[config.mk]
export PLATFORM = sky130hd
export DESIGN_NAME = read_write_deadline_dispatcher
export DESIGN_NICKNAME = d
export VERILOG_FILES = /design/src/rtl/core/rwdd_pkg.sv /design/src/rtl/core/rwdd_queue.sv /design/src/rtl/core/read_write_deadline_dispatcher.sv
export VERILOG_INCLUDE_DIRS = /design/src /design/src/rtl/core
export SDC_FILE = /design/constraint.sdc
export NUM_CORES = 1
export LEC_CHECK = 0
export BUFFER_PORTS_ARGS = -buffer_cell sky130_fd_sc_hd__buf_2
export CAP_MARGIN = 5
export CORE_MARGIN = 5
export CORE_UTILIZATION = 46
export DETAILED_ROUTE_END_ITERATION = 7
export HOLD_SLACK_MARGIN = 0.03
export PLACE_DENSITY = 0.66
export RECOVER_POWER = 50
export SLEW_MARGIN = 10
export SYNTH_ARGS = -nofsm -noshare
export SYNTH_HDL_FRONTEND = slang
export SYNTH_SLANG_ARGS = --single-unit
[constraint.sdc]
create_clock -name i_clk -period 6.19 [get_ports i_clk]
set_input_delay 1.238 -clock i_clk [delete_from_list [all_inputs] [get_ports i_clk]]
set_output_delay 1.238 -clock i_clk [all_outputs]
set_load 0.02 [all_outputs]
[src/rtl/core/read_write_deadline_dispatcher_assert.svh]
// Assertion macros shared by the dispatcher RTL.
`ifndef READ_WRITE_DEADLINE_DISPATCHER_ASSERT_SVH
`define READ_WRITE_DEADLINE_DISPATCHER_ASSERT_SVH

// Same-cycle implication, disabled while reset is held.
`define RWDD_ASSERT_IMP(label, clk, rst_n, ante, cons, msg) \
    label: assert property (@(posedge clk) disable iff (!rst_n) (ante) |-> (cons)) \
        else $error(msg);

// Next-cycle implication, disabled while reset is held.
`define RWDD_ASSERT_NXT(label, clk, rst_n, ante, cons, msg) \
    label: assert property (@(posedge clk) disable iff (!rst_n) (ante) |=> (cons)) \
        else $error(msg);

`endif

[src/rtl/core/rwdd_pkg.sv]
// Shared constants, codes and payload types of the read/write deadline dispatcher.
package rwdd_pkg;

    localparam int QUEUE_DEPTH = 16;
    localparam int TIME_BITS   = 32;
    localparam int TAG_W       = 8;
    localparam int DL_W        = 16;
    localparam int PTR_W       = (QUEUE_DEPTH > 1) ? $clog2(QUEUE_DEPTH) : 1;
    localparam int CNT_W       = PTR_W + 1;
    localparam int CFG_IDX_W   = 2;
    localparam int CFG_DATA_W  = DL_W;

    localparam logic [DL_W-1:0] DEADLINE_RESET = DL_W'(10);

    typedef enum logic [2:0] {
        ACT_ADD_READ  = 3'd0,
        ACT_ADD_WRITE = 3'd1,
        ACT_DISPATCH  = 3'd2,
        ACT_COMPLETE  = 3'd3,
        ACT_TICK      = 3'd4
    } t_action;

    typedef enum logic [1:0] {
        ST_OK    = 2'd0,
        ST_FULL  = 2'd1,
        ST_BUSY  = 2'd2,
        ST_EMPTY = 2'd3
    } t_status;

    typedef enum logic [CFG_IDX_W-1:0] {
        CFG_READ_DEADLINE  = 2'd0,
        CFG_WRITE_DEADLINE = 2'd1,
        CFG_READ_PREDICT   = 2'd2,
        CFG_WRITE_PREDICT  = 2'd3
    } t_cfg_idx;

    typedef struct packed {
        logic [2:0]       action;
        logic [TAG_W-1:0] request_tag;
    } t_cmd;

    typedef struct packed {
        logic             dispatched;
        logic [TAG_W-1:0] issued_tag;
        logic             issued_is_write;
        t_status          status;
    } t_result;

    typedef struct packed {
        logic [TAG_W-1:0]     tag;
        logic [TIME_BITS-1:0] expiry;
    } t_entry;

endpackage

[src/rtl/core/rwdd_queue.sv]
// Circular request queue holding tags and expiry times, head visible combinationally.
`include "read_write_deadline_dispatcher_assert.svh"

module rwdd_queue (
    input  logic            i_clk,
    input  logic            i_rst_n,
    input  logic            i_push,
    input  logic            i_pop,
    input  rwdd_pkg::t_entry i_entry,
    output rwdd_pkg::t_entry o_head,
    output logic            o_empty,
    output logic            o_full
);
    import rwdd_pkg::*;

    t_entry           r_mem [QUEUE_DEPTH];
    logic [PTR_W-1:0] r_head;
    logic [PTR_W-1:0] n_head;
    logic [CNT_W-1:0] r_count;
    logic [CNT_W-1:0] n_count;
    logic [PTR_W:0]   tail_sum;
    logic [PTR_W-1:0] w_tail;

    always_comb begin
        tail_sum = {1'b0, r_head} + (PTR_W + 1)'(r_count);
        if (tail_sum >= (PTR_W + 1)'(QUEUE_DEPTH)) begin
            w_tail = PTR_W'(tail_sum - (PTR_W + 1)'(QUEUE_DEPTH));
        end else begin
            w_tail = tail_sum[PTR_W-1:0];
        end
    end

    always_comb begin
        n_head  = r_head;
        n_count = r_count;
        if (i_pop) begin
            n_head  = (r_head == PTR_W'(QUEUE_DEPTH - 1)) ? '0 : r_head + 1'b1;
            n_count = r_count - 1'b1;
        end else if (i_push) begin
            n_count = r_count + 1'b1;
        end
    end

    always_ff @(posedge i_clk) begin
        if (!i_rst_n) begin
            r_head  <= '0;
            r_count <= '0;
        end else begin
            r_head  <= n_head;
            r_count <= n_count;
        end
    end

    always_ff @(posedge i_clk) begin
        if (i_push) begin
            r_mem[w_tail] <= i_entry;
        end
    end

    assign o_head  = r_mem[r_head];
    assign o_empty = (r_count == '0);
    assign o_full  = (r_count == CNT_W'(QUEUE_DEPTH));

    `RWDD_ASSERT_IMP(a_no_push_full, i_clk, i_rst_n, i_push, !o_full, "push into full queue")
    `RWDD_ASSERT_IMP(a_no_pop_empty, i_clk, i_rst_n, i_pop, !o_empty, "pop from empty queue")
    `RWDD_ASSERT_NXT(a_push_fills, i_clk, i_rst_n, i_push && !i_pop, !o_empty, "push left queue empty")

endmodule

[src/rtl/core/read_write_deadline_dispatcher.sv]
// Read/write deadline dispatcher: two deadline-tagged queues and dispatch arbitration.
// Each result and its o_done strobe are registered in r_out and r_out_valid after the decision.
// Throughput: one command per cycle; o_busy is never raised, the result path cannot stall.
// Each command is decided from the queue heads and counters in the cycle after its capture.
// Synchronous active-low reset empties both queues, clears time and in-flight state,
// and restores the deadline and predict registers to their defaults.
`include "read_write_deadline_dispatcher_assert.svh"

module read_write_deadline_dispatcher (
    input  logic                           i_clk,
    input  logic                           i_rst_n,
    input  logic                           i_start,
    output logic                           o_busy,
    input  rwdd_pkg::t_cmd                 i_cmd,
    output logic                           o_done,
    output rwdd_pkg::t_result              o_result,
    input  logic                           i_cfg_we,
    input  logic [rwdd_pkg::CFG_IDX_W-1:0] i_cfg_idx,
    input  logic [rwdd_pkg::CFG_DATA_W-1:0] i_cfg_data
);
    import rwdd_pkg::*;

    // capture stage
    logic                 r_in_valid;
    t_cmd                 r_in;

    // architectural state
    logic [TIME_BITS-1:0] r_time;
    logic [TIME_BITS-1:0] n_time;
    logic                 r_outstanding;
    logic                 n_outstanding;
    logic [DL_W-1:0]      r_rd_deadline;
    logic [DL_W-1:0]      r_wr_deadline;
    logic                 r_rd_predict_long;
    logic                 r_wr_predict_gc;

    // result stage
    logic                 r_out_valid;
    t_result              r_out;
    t_result              n_out;

    // queue interface
    logic                 rd_push;
    logic                 rd_pop;
    logic                 wr_push;
    logic                 wr_pop;
    t_entry               rd_entry;
    t_entry               wr_entry;
    t_entry               rd_head;
    t_entry               wr_head;
    logic                 rd_empty;
    logic                 rd_full;
    logic                 wr_empty;
    logic                 wr_full;

    logic [TIME_BITS+DL_W-1:0] rd_exp_sum;
    logic [TIME_BITS+DL_W-1:0] wr_exp_sum;
    logic [TIME_BITS-1:0] head_diff;
    logic [TIME_BITS-1:0] wr_age;
    logic [TIME_BITS-1:0] rd_age;
    logic                 write_older;
    logic                 wr_expired;
    logic                 rd_expired;
    logic                 take_write;

    assign o_busy = 1'b0;

    rwdd_queue u_rd_queue (
        .i_clk   (i_clk),
        .i_rst_n (i_rst_n),
        .i_push  (rd_push),
        .i_pop   (rd_pop),
        .i_entry (rd_entry),
        .o_head  (rd_head),
        .o_empty (rd_empty),
        .o_full  (rd_full)
    );

    rwdd_queue u_wr_queue (
        .i_clk   (i_clk),
        .i_rst_n (i_rst_n),
        .i_push  (wr_push),
        .i_pop   (wr_pop),
        .i_entry (wr_entry),
        .o_head  (wr_head),
        .o_empty (wr_empty),
        .o_full  (wr_full)
    );

    // expiry = now + deadline, wrapping at the time width
    always_comb begin
        rd_exp_sum      = (TIME_BITS + DL_W)'(r_time) + (TIME_BITS + DL_W)'(r_rd_deadline);
        wr_exp_sum      = (TIME_BITS + DL_W)'(r_time) + (TIME_BITS + DL_W)'(r_wr_deadline);
        rd_entry.tag    = r_in.request_tag;
        rd_entry.expiry = rd_exp_sum[TIME_BITS-1:0];
        wr_entry.tag    = r_in.request_tag;
        wr_entry.expiry = wr_exp_sum[TIME_BITS-1:0];
    end

    // wrap-aware head comparison
    always_comb begin
        head_diff   = wr_head.expiry - rd_head.expiry;
        wr_age      = r_time - wr_head.expiry;
        rd_age      = r_time - rd_head.expiry;
        write_older = head_diff[TIME_BITS-1];
        wr_expired  = !wr_age[TIME_BITS-1];
        rd_expired  = !rd_age[TIME_BITS-1];
        if (rd_empty) begin
            take_write = 1'b1;
        end else if (wr_empty) begin
            take_write = 1'b0;
        end else if (write_older) begin
            take_write = wr_expired || !r_wr_predict_gc;
        end else begin
            take_write = !rd_expired && r_rd_predict_long;
        end
    end

    always_comb begin
        rd_push       = 1'b0;
        wr_push       = 1'b0;
        rd_pop        = 1'b0;
        wr_pop        = 1'b0;
        n_time        = r_time;
        n_outstanding = r_outstanding;
        n_out         = '{dispatched: 1'b0, issued_tag: '0, issued_is_write: 1'b0,
                          status: ST_OK};
        if (r_in_valid) begin
            unique case (r_in.action)
                ACT_ADD_READ: begin
                    if (rd_full) begin
                        n_out.status = ST_FULL;
                    end else begin
                        rd_push = 1'b1;
                    end
                end
                ACT_ADD_WRITE: begin
                    if (wr_full) begin
                        n_out.status = ST_FULL;
                    end else begin
                        wr_push = 1'b1;
                    end
                end
                ACT_DISPATCH: begin
                    priority if (r_outstanding) begin
                        n_out.status = ST_BUSY;
                    end else if (rd_empty && wr_empty) begin
                        n_out.status = ST_EMPTY;
                    end else begin
                        rd_pop                = !take_write;
                        wr_pop                = take_write;
                        n_outstanding         = 1'b1;
                        n_out.dispatched      = 1'b1;
                        n_out.issued_is_write = take_write;
                        n_out.issued_tag      = take_write ? wr_head.tag : rd_head.tag;
                    end
                end
                ACT_COMPLETE: begin
                    n_outstanding = 1'b0;
                end
                ACT_TICK: begin
                    n_time = r_time + 1'b1;
                end
                default: begin
                end
            endcase
        end
    end

    // control and configuration state
    always_ff @(posedge i_clk) begin
        if (!i_rst_n) begin
            r_in_valid        <= 1'b0;
            r_out_valid       <= 1'b0;
            r_time            <= '0;
            r_outstanding     <= 1'b0;
            r_rd_deadline     <= DEADLINE_RESET;
            r_wr_deadline     <= DEADLINE_RESET;
            r_rd_predict_long <= 1'b1;
            r_wr_predict_gc   <= 1'b0;
        end else begin
            r_in_valid    <= i_start && !o_busy;
            r_out_valid   <= r_in_valid;
            r_time        <= n_time;
            r_outstanding <= n_outstanding;
            if (i_cfg_we) begin
                unique case (i_cfg_idx)
                    CFG_READ_DEADLINE:  r_rd_deadline     <= i_cfg_data;
                    CFG_WRITE_DEADLINE: r_wr_deadline     <= i_cfg_data;
                    CFG_READ_PREDICT:   r_rd_predict_long <= i_cfg_data[0];
                    CFG_WRITE_PREDICT:  r_wr_predict_gc   <= i_cfg_data[0];
                    default: begin
                    end
                endcase
            end
        end
    end

    // payload registers
    always_ff @(posedge i_clk) begin
        if (i_start && !o_busy) begin
            r_in <= i_cmd;
        end
        r_out <= n_out;
    end

    assign o_done   = r_out_valid;
    assign o_result = r_out;

    `RWDD_ASSERT_NXT(a_capture_to_result, i_clk, i_rst_n, r_in_valid, o_done, "captured command gave no result")
    `RWDD_ASSERT_IMP(a_idle_fields_zero, i_clk, i_rst_n, o_done && !o_result.dispatched, o_result.issued_tag == '0 && !o_result.issued_is_write, "stale issue fields")
    `RWDD_ASSERT_IMP(a_issue_status_ok, i_clk, i_rst_n, o_done && o_result.dispatched, o_result.status == ST_OK, "issue with error status")
    `RWDD_ASSERT_NXT(a_issue_sets_flight, i_clk, i_rst_n, rd_pop || wr_pop, r_outstanding, "issue left nothing in flight")

endmodule
==> results of run 1 <==
## cell families after synthesis
group,count (synthesis),share of synthesized area [%]
other cells,1,0.006489
compound gates,297,3.343
buf+inv,237,1.581
flops,1398,70.79
fa+ha+maj,143,3.174
mux,422,15.82
xor+xnor,92,1.394
simple gates,482,3.893
## sequential cells by signal (all words and copies together), names as in the netlist, named ones only
signal              flops
u_wr_queue.r_head       4
r_time                 32
u_rd_queue.r_mem      640
r_wr_deadline          16
u_rd_queue.r_count      5
u_rd_queue.r_head       4
r_rd_deadline          16
o_result               12
r_outstanding           1
r_in                   11
r_rd_predict_long       1
u_wr_queue.r_count      5
o_done                  1
u_wr_queue.r_mem      640
r_wr_predict_gc         1
r_in_valid              1
## cell usage in the layout, fill, tap and decap left out, types with 11 or more instances in the layout
master / count
nand4_1: 26
nor4_1: 12
inv_1: 94
buf_12: 13
nand3_1: 55
mux4_2: 393
ha_1: 137
mux2i_1: 29
o21ai_0: 37
edfxtp_1: 1291
nand2b_1: 12
nor2b_1: 11
a211oi_1: 13
buf_4: 88
clkbuf_1: 72
nor2_1: 112
clkinv_2: 21
xor2_1: 34
nor3_1: 28
or3_1: 13
nand2_1: 166
buf_2: 29
dfxtp_1: 99
and3_1: 11
a21oi_1: 105
a31oi_1: 11
xnor2_1: 49
clkbuf_16: 149
a21o_1: 20
o21ai_1: 12
o211ai_1: 22
clkinv_1: 21
## final timing paths
kind / start / endpoint / slack, ns
setup / recovery: flop / u_rd_queue.r_count[4]$_SDFFE_PN0P_ / 0.29
hold / removal: r_rd_deadline[0]$_SDFFE_PN0P_ / r_rd_deadline[0]$_SDFFE_PN0P_ / 0.46
hold reg to reg: r_rd_deadline[0]$_SDFFE_PN0P_ / r_rd_deadline[0]$_SDFFE_PN0P_ / 0.46
setup reg to reg: flop / u_rd_queue.r_count[4]$_SDFFE_PN0P_ / 0.29
## worst min-delay path: cells and delay by family (launching register included)
| family | cells | cell delay (ns) |
|---|---|---|
| AND/OR/NAND/NOR | 1 | 0.05 |
| flip-flops | 1 | 0.31 |
| AO/OA/AOI/OAI | 1 | 0.05 |
## repair_timing
action / CTS / global route
hold endpoints to repair: 0 / 0
resized for setup: 0 / 1
setup endpoints to repair: 0 / 2
buffers inserted: 0 / 13
hold buffers: 0 / 0
## cell type report
type,instances,area [µm²]
clock inverter,63,508.0
multi-input combinational,1437,16080
timing repair buffer,168,1210
sequential,1398,40930
clock buffer,187,3901
tap,1650,2064
fill,9830,60190
inverter,95,356.6
## routing by layer
metal | vias to the layer above | part of all wire [%]
met1 | 15850 | 42
met3 | 202 | 7.9
met2 | 1274 | 47
met4 | 0 | 2.6
li1 | 12810 | -
met5 | - | 0
## where the power goes
part           internal (mW)  switching [mW]  total (mW)  leakage, nW
sequential              10.3          0.0507        10.3         12.7
combinational         0.0596           0.132       0.192         6.30
clock                   4.68            3.49        8.17         2.15
total                   15.0            3.67        18.7         21.1
==> out/metrics.csv, run 1 <==
stage,metric,value,unit
logic_synthesis,Yosys cell types,76,
logic_synthesis,"top cells by count, synth","1291 x edfxtp_1, 393 x mux4_2, 166 x nand2_1",
logic_synthesis,Seq cells post-synth,1398,
setup_path,worst path cell trace,buf_12 -> buf_4 -> mux4_2 -> mux4_2 -> ha_1 -> nand4_1 -> nor4_1 -> buf_4 -> nand4_1 -> a31o_1 -> and4_1 -> or2_1 -> o211ai_2 -> nand2_1 -> inv_2 -> ha_1 -> nor2b_1 -> o21ai_0 -> nand2b_1 -> or4b_1 -> o311ai_1,
sta,"Hold Violations, Final",0,
sta,final setup fails,0,
global_routing,GRT Total Usage,20.60,%
drt,Vias,30130,
logic_synthesis,largest area contributor in the netlist,edfxtp_1,
placed_design,hpwl dp,81.36,mm
layout,diode count,0,
outcome,status,finished with violations,
sta,Final period util,95.26,%
placed_design,Port Buf Inserts,45,
floorplanning,total core area,0.1252,mm²
setup_path,Crit-path slowest cell,mux4_2,
global_routing,grt met3 use,4.340,%
outcome,failing checks,"capacitance limit, slew limit",
logic_synthesis,synthesized net count,3248,
clock_network,H-tree levels,4,
setup_path,Worst setup SP type,flop,
logic_synthesis,Synth Flop Type,edfxtp_1,
clock_network,clock buffer count from CTS,140,
placed_design,placed cell area,0.06075,mm²
global_routing,met1 Track Usage GR,29.62,%
global_routing,first-pass GRT wire length,200.7,mm
drt,Routed WL,136.9,mm
layout,nets@finish,3416,
setup_path,CP max FO,43,
logic_synthesis,Mapped Area,0.05779,mm²
global_routing,GRT overflow,0,
floorplanning,cell row count,130,
drt,Remaining DRCs,0,
setup_path,"CP delay by family, top",simple AND/OR/NAND/NOR gates,
clock_network,clk root buf,clkbuf_16,
clock_network,TritonCTS clock tree,yes,
floorplanning,# IOs,47,
setup_path,CP Capture Type,flop,
setup_path,CP peak stage delay,0.57,ns
layout,Layout Area Growth over Synthesis,12.58,%
logic_synthesis,register area share after synthesis,70.79,%
job,Max-Cap Viols,29,
global_routing,vias in the first global route,30670,
sta,post-layout min period,5.897,ns
drt,Final ANT Viol Nets,0,
logic_synthesis,syn_area_per_cell,18.81,µm²
logic_synthesis,number of synthesis warnings,0,
global_routing,largest net degree at the start of global routing,63,
sta,Pins Over Slew Limit,881,
layout,share of cells above drive strength 1,22.67,%
layout,final core utilization,51.94,%
logic_synthesis,Post-Syn Instances,3072,
logic_synthesis,Yosys top cell area share,67.08,%
setup_path,Worst R2R Path Depth,21,
sta,clk_skew,0.03178,ns
setup_path,"Worst Path Class, Setup",flop to flop,
placed_design,DP Cell Count,4733,
global_routing,most used routing layer,met2,
logic_synthesis,ys async rst share,0,%
floorplanning,die area,0.1328,mm²
min_path,WHS Path Cells,2,
power,pwr dens,287.1,mW/mm²
setup_path,Worst Path Buf+Inv,4,
sta,setup TNS,0,ns
sta,Worst slew margin,-159.8,%
clock_network,clock slew at reported path FFs,0.06,ns
setup_path,Worst EP required,6.83,ns
floorplanning,Die Span X,364.4,µm
power,Leakage,21.14,nW
logic_synthesis,Synth area leaders,"edfxtp_1 67%, mux4_2 15%, dfxtp_1 3.7%, ha_1 3.0%, nand2_1 1.1%",
drt,Vias/cell,6.028,
floorplanning,Initial Util,46.14,%
sta,RSZ-0062 raised after global routing,no,
logic_synthesis,top-count cell post-synth,edfxtp_1,
placed_design,RD Place Congestion,0.9247,
sta,hold slack,0.4618,ns
global_routing,met2 Use GR,32.02,%
sta,worst setup margin,0.2935,ns
power,maximum VDD drop,270.8,µV
placed_design,Setup WS pre-CTS,0.2670,ns
drt,Wirelength per Cell,27.39,µm
global_routing,initial antenna violation count,2,
clock_network,"Clk Latency, worst-skew pair",0.76,ns
setup_path,crit path DAT,6.54,ns
layout,"Design Area, Final",0.06506,mm²
clock_network,Sinks on Clock Net,1398,
sta,worst slew pin tran,3.897,ns
power,Total Power,18.68,mW
layout,fin cells,4998,
drt,Detailed Routing Iterations Pass 1,6,
sta,achievable frequency,0.1696,GHz
clock_network,clock buffer depth,3,
logic_synthesis,"EDFF count, synth",1291,
setup_path,Levels on crit path,21,
drt,DR iter-0 viols,3375,
floorplanning,die height,364.4,µm
min_path,Hold Path Class,flop to flop,
(Power assumes the default switching activity.)
==> inputs of run 2 (changes only) <==
- ABC_AREA: not set -> 1
==> out/metrics.csv, run 2 <==
stage,metric,value,unit,change
outcome,status,finished with violations,,unchanged
outcome,failing checks,"capacitance limit, slew limit",,unchanged
layout,"leading cell type in the layout, fill and taps excluded",edfxtp_1,,unchanged
clock_network,"Clk Latency, worst-skew pair",0.75,ns,was 0.76 ns
logic_synthesis,Seq cells post-synth,1398,,unchanged
power,maximum VDD drop,264.7,µV,was 270.8 µV
setup_path,CP max FO,132,,was 43
sta,worst setup margin,0.6522,ns,was 0.2935 ns
setup_path,"Worst Path Class, Setup",flop to flop,,unchanged
global_routing,vias in the first global route,37150,,was 30670
floorplanning,Die Span X,366.1,µm,was 364.4 µm
logic_synthesis,"EDFF count, synth",1291,,unchanged
drt,Final ANT Viol Nets,0,,unchanged
clock_network,clock slew at reported path FFs,0.06,ns,about the same
global_routing,GRT Total Usage,21.92,%,was 20.60%
drt,met3 WL,12.43,mm,was 10.77 mm
logic_synthesis,Synth area leaders,"edfxtp_1 66%, o21ai_0 6.1%, nor2_1 5.2%, dfxtp_1 3.7%, o221ai_1 3.3%",,"was edfxtp_1 67%, mux4_2 15%, dfxtp_1 3.7%, ha_1 3.0%, nand2_1 1.1%"
sta,RSZ-0062 raised after global routing,no,,unchanged
sta,post-layout min period,5.538,ns,was 5.897 ns
logic_synthesis,top-count cell post-synth,edfxtp_1,,unchanged
setup_path,Worst EP required,6.83,ns,about the same
global_routing,GRT overflow,0,,unchanged
logic_synthesis,Synth Flop Type,edfxtp_1,,unchanged
drt,Routed WL,150.8,mm,was 136.9 mm
sta,Final period util,89.46,%,was 95.26%
clock_network,Hold Buf Count CTS,0,,unchanged
floorplanning,cell row count,130,,unchanged
drt,Detailed Routing Iterations Pass 1,5,,was 6
layout,final core utilization,51.56,%,was 51.94%
logic_synthesis,Yosys cell types,47,,was 76
drt,Vias/cell,5.947,,was 6.028
global_routing,initial antenna violation count,0,,was 2
setup_path,crit path DAT,6.18,ns,was 6.54 ns
global_routing,first-pass GRT wire length,227.2,mm,was 200.7 mm
setup_path,CP peak stage delay,0.57,ns,about the same
setup_path,"most used cell, CP",nand2_1,,
logic_synthesis,synthesized net count,4893,,was 3248
layout,diode count,0,,unchanged
sta,"Hold Violations, Final",0,,unchanged
drt,routed wl met2,69.53,mm,was 64.63 mm
logic_synthesis,number of synthesis warnings,0,,unchanged
placed_design,RD Place Congestion,0.8603,,was 0.9247
setup_path,Crit-path slowest cell,a2111oi_1,,was mux4_2
power,pwr dens,294.0,mW/mm²,was 287.1 mW/mm²
logic_synthesis,syn_area_per_cell,12.37,µm²,was 18.81 µm²
clock_network,TritonCTS clock tree,yes,,unchanged
logic_synthesis,Mapped Area,0.05834,mm²,was 0.05779 mm²
layout,nets@finish,4891,,was 3416
sta,final setup fails,0,,unchanged
placed_design,Setup WS pre-CTS,0.6315,ns,was 0.2670 ns
layout,Layout Area Growth over Synthesis,11.26,%,was 12.58%
logic_synthesis,register area share after synthesis,70.12,%,was 70.79%
layout,biggest registers after layout,"u_rd_queue.r_mem: 640 flops, u_wr_queue.r_mem: 640 flops, r_time: 32 flops",,unchanged
global_routing,largest net degree at the start of global routing,161,,was 63
layout,"Design Area, Final",0.06492,mm²,was 0.06506 mm²
floorplanning,# IOs,47,,unchanged
logic_synthesis,largest area contributor in the netlist,edfxtp_1,,unchanged
clock_network,H-tree levels,4,,unchanged
floorplanning,die height,366.1,µm,was 364.4 µm
min_path,Hold Path Class,flop to flop,,unchanged
logic_synthesis,"top cells by count, synth","1291 x edfxtp_1, 809 x nor2_1, 706 x o21ai_0",,"was 1291 x edfxtp_1, 393 x mux4_2, 166 x nand2_1"
floorplanning,Initial Util,46.34,%,was 46.14%
sta,worst slew pin tran,3.736,ns,was 3.897 ns
clock_network,Sinks on Clock Net,1398,,unchanged
floorplanning,die area,0.1341,mm²,was 0.1328 mm²
drt,Wirelength per Cell,23.31,µm,was 27.39 µm
logic_synthesis,Post-Syn Instances,4717,,was 3072
sta,setup TNS,0,ns,unchanged
sta,Worst slew margin,-149.0,%,was -159.8%
setup_path,Worst setup SP type,flop,,unchanged
drt,Vias,38470,,was 30130
drt,Met1 Routed Length,65.27,mm,was 57.99 mm
job,Max-Cap Viols,25,,was 29
setup_path,CP Capture Type,flop,,unchanged
sta,Pins Over Slew Limit,634,,was 881
logic_synthesis,Yosys top cell area share,66.45,%,was 67.08%
drt,DR top layer,met4,,unchanged
drt,DR iter-0 viols,4672,,was 3375
clock_network,Post-CTS Setup Inserts,0,,unchanged
power,Leakage,22.22,nW,was 21.14 nW
sta,achievable frequency,0.1806,GHz,was 0.1696 GHz
sta,clk_skew,0.02541,ns,was 0.03178 ns
layout,most frequent cells in the layout,"1291 x edfxtp_1, 799 x nor2_1, 709 x o21ai_0",,"was 1291 x edfxtp_1, 393 x mux4_2, 166 x nand2_1"
floorplanning,total core area,0.1259,mm²,was 0.1252 mm²
placed_design,placed cell area,0.06064,mm²,was 0.06075 mm²
clock_network,clock buffer count from CTS,139,,was 140
clock_network,clock buffer depth,3,,unchanged
layout,share of cells above drive strength 1,7.825,%,was 22.67%
clock_network,clk root buf,clkbuf_16,,unchanged
placed_design,hpwl dp,82.93,mm,was 81.36 mm
placed_design,Port Buf Inserts,45,,unchanged
logic_synthesis,ys async rst share,0,%,unchanged
drt,Remaining DRCs,0,,unchanged
==> run 2: metrics by stage <==
| stage | std cells | power (mW) | hold slack (ns) |
|---|---|---|---|
| final | 6468 | 19.09 | 0.4913 |
| after global routing | 6468 | 19.65 | 0.5151 |
| after CTS | 6468 | 19.19 | 0.4951 |
| after detailed placement | 6224 | 10.90 | 0.4795 |
| after global placement | 6224 | 10.89 | 0.4724 |
| after floorplan | 4717 | 10.75 | 0.4238 |
==> run 2: report_power, final <==
| part | switching [mW] | leakage, nW | internal, mW |
|---|---|---|---|
| combinational | 0.255 | 7.61 | 0.0916 |
| sequential | 0.0554 | 12.4 | 10.3 |
| clock | 3.52 | 2.21 | 4.87 |
| total | 3.83 | 22.2 | 15.3 |
==> run 2: timing repair <==
| item | CTS | global route |
|---|---|---|
| resized for setup | 0 | 1 |
| setup endpoints to repair | 0 | 1 |
| endpoints found under the hold margin | 0 | 0 |
==> run 2: logic make-up (layout without fill, tap and decap cells) <==
family | Yosys count | count (layout) | synth area share, %
compound gates | 1247 | 1247 | 12.75
xor+xnor | 77 | 77 | 1.156
fa+ha+maj | 143 | 143 | 3.144
buf+inv | 494 | 595 | 3.333
flops | 1398 | 1398 | 70.12
other cells | 1 | 1 | 0.006427
simple gates | 1357 | 1357 | 9.492
==> run 2: final cells by class <==
type                    count  area, µm²
multi-input cells        2825      15600
well taps                1650       2064
clock buffers             163       3672
fillers                 10690      60980
inverters                 214      823.3
repair buffers            137       1002
flip-flops and latches   1398      40930
clock inverters            81      818.3
==> run 2: critical path: cells and delay by family (launching register included) <==
family | cells | cell delay (ns)
compound gates | 6 | 1.17
flops | 1 | 0.47
fa+ha+maj | 2 | 0.63
buf+inv | 5 | 1.18
simple gates | 16 | 1.74
==> run 2: metal layers <==
metal | vias to the layer above | GRT usage, %
li1 | 17420 | -
met2 | 1688 | 34.76
met5 | - | 0
met1 | 19110 | 31.59
met3 | 248 | 3.507
met4 | 0 | 6.146
==> run 2: path summary, 6_finish.rpt <==
check / startpoint / endpoint / slack, ns / cells after the start
worst max-delay path: flop / u_wr_queue.r_count[4]$_SDFFE_PN0P_ / 0.65 / 29
worst min-delay path: r_rd_deadline[12]$_SDFFE_PN0P_ / r_rd_deadline[12]$_SDFFE_PN0P_ / 0.49 / 2
worst max register to register: flop / u_wr_queue.r_count[4]$_SDFFE_PN0P_ / 0.65 / 29
worst min register to register: r_rd_deadline[12]$_SDFFE_PN0P_ / r_rd_deadline[12]$_SDFFE_PN0P_ / 0.49 / 2
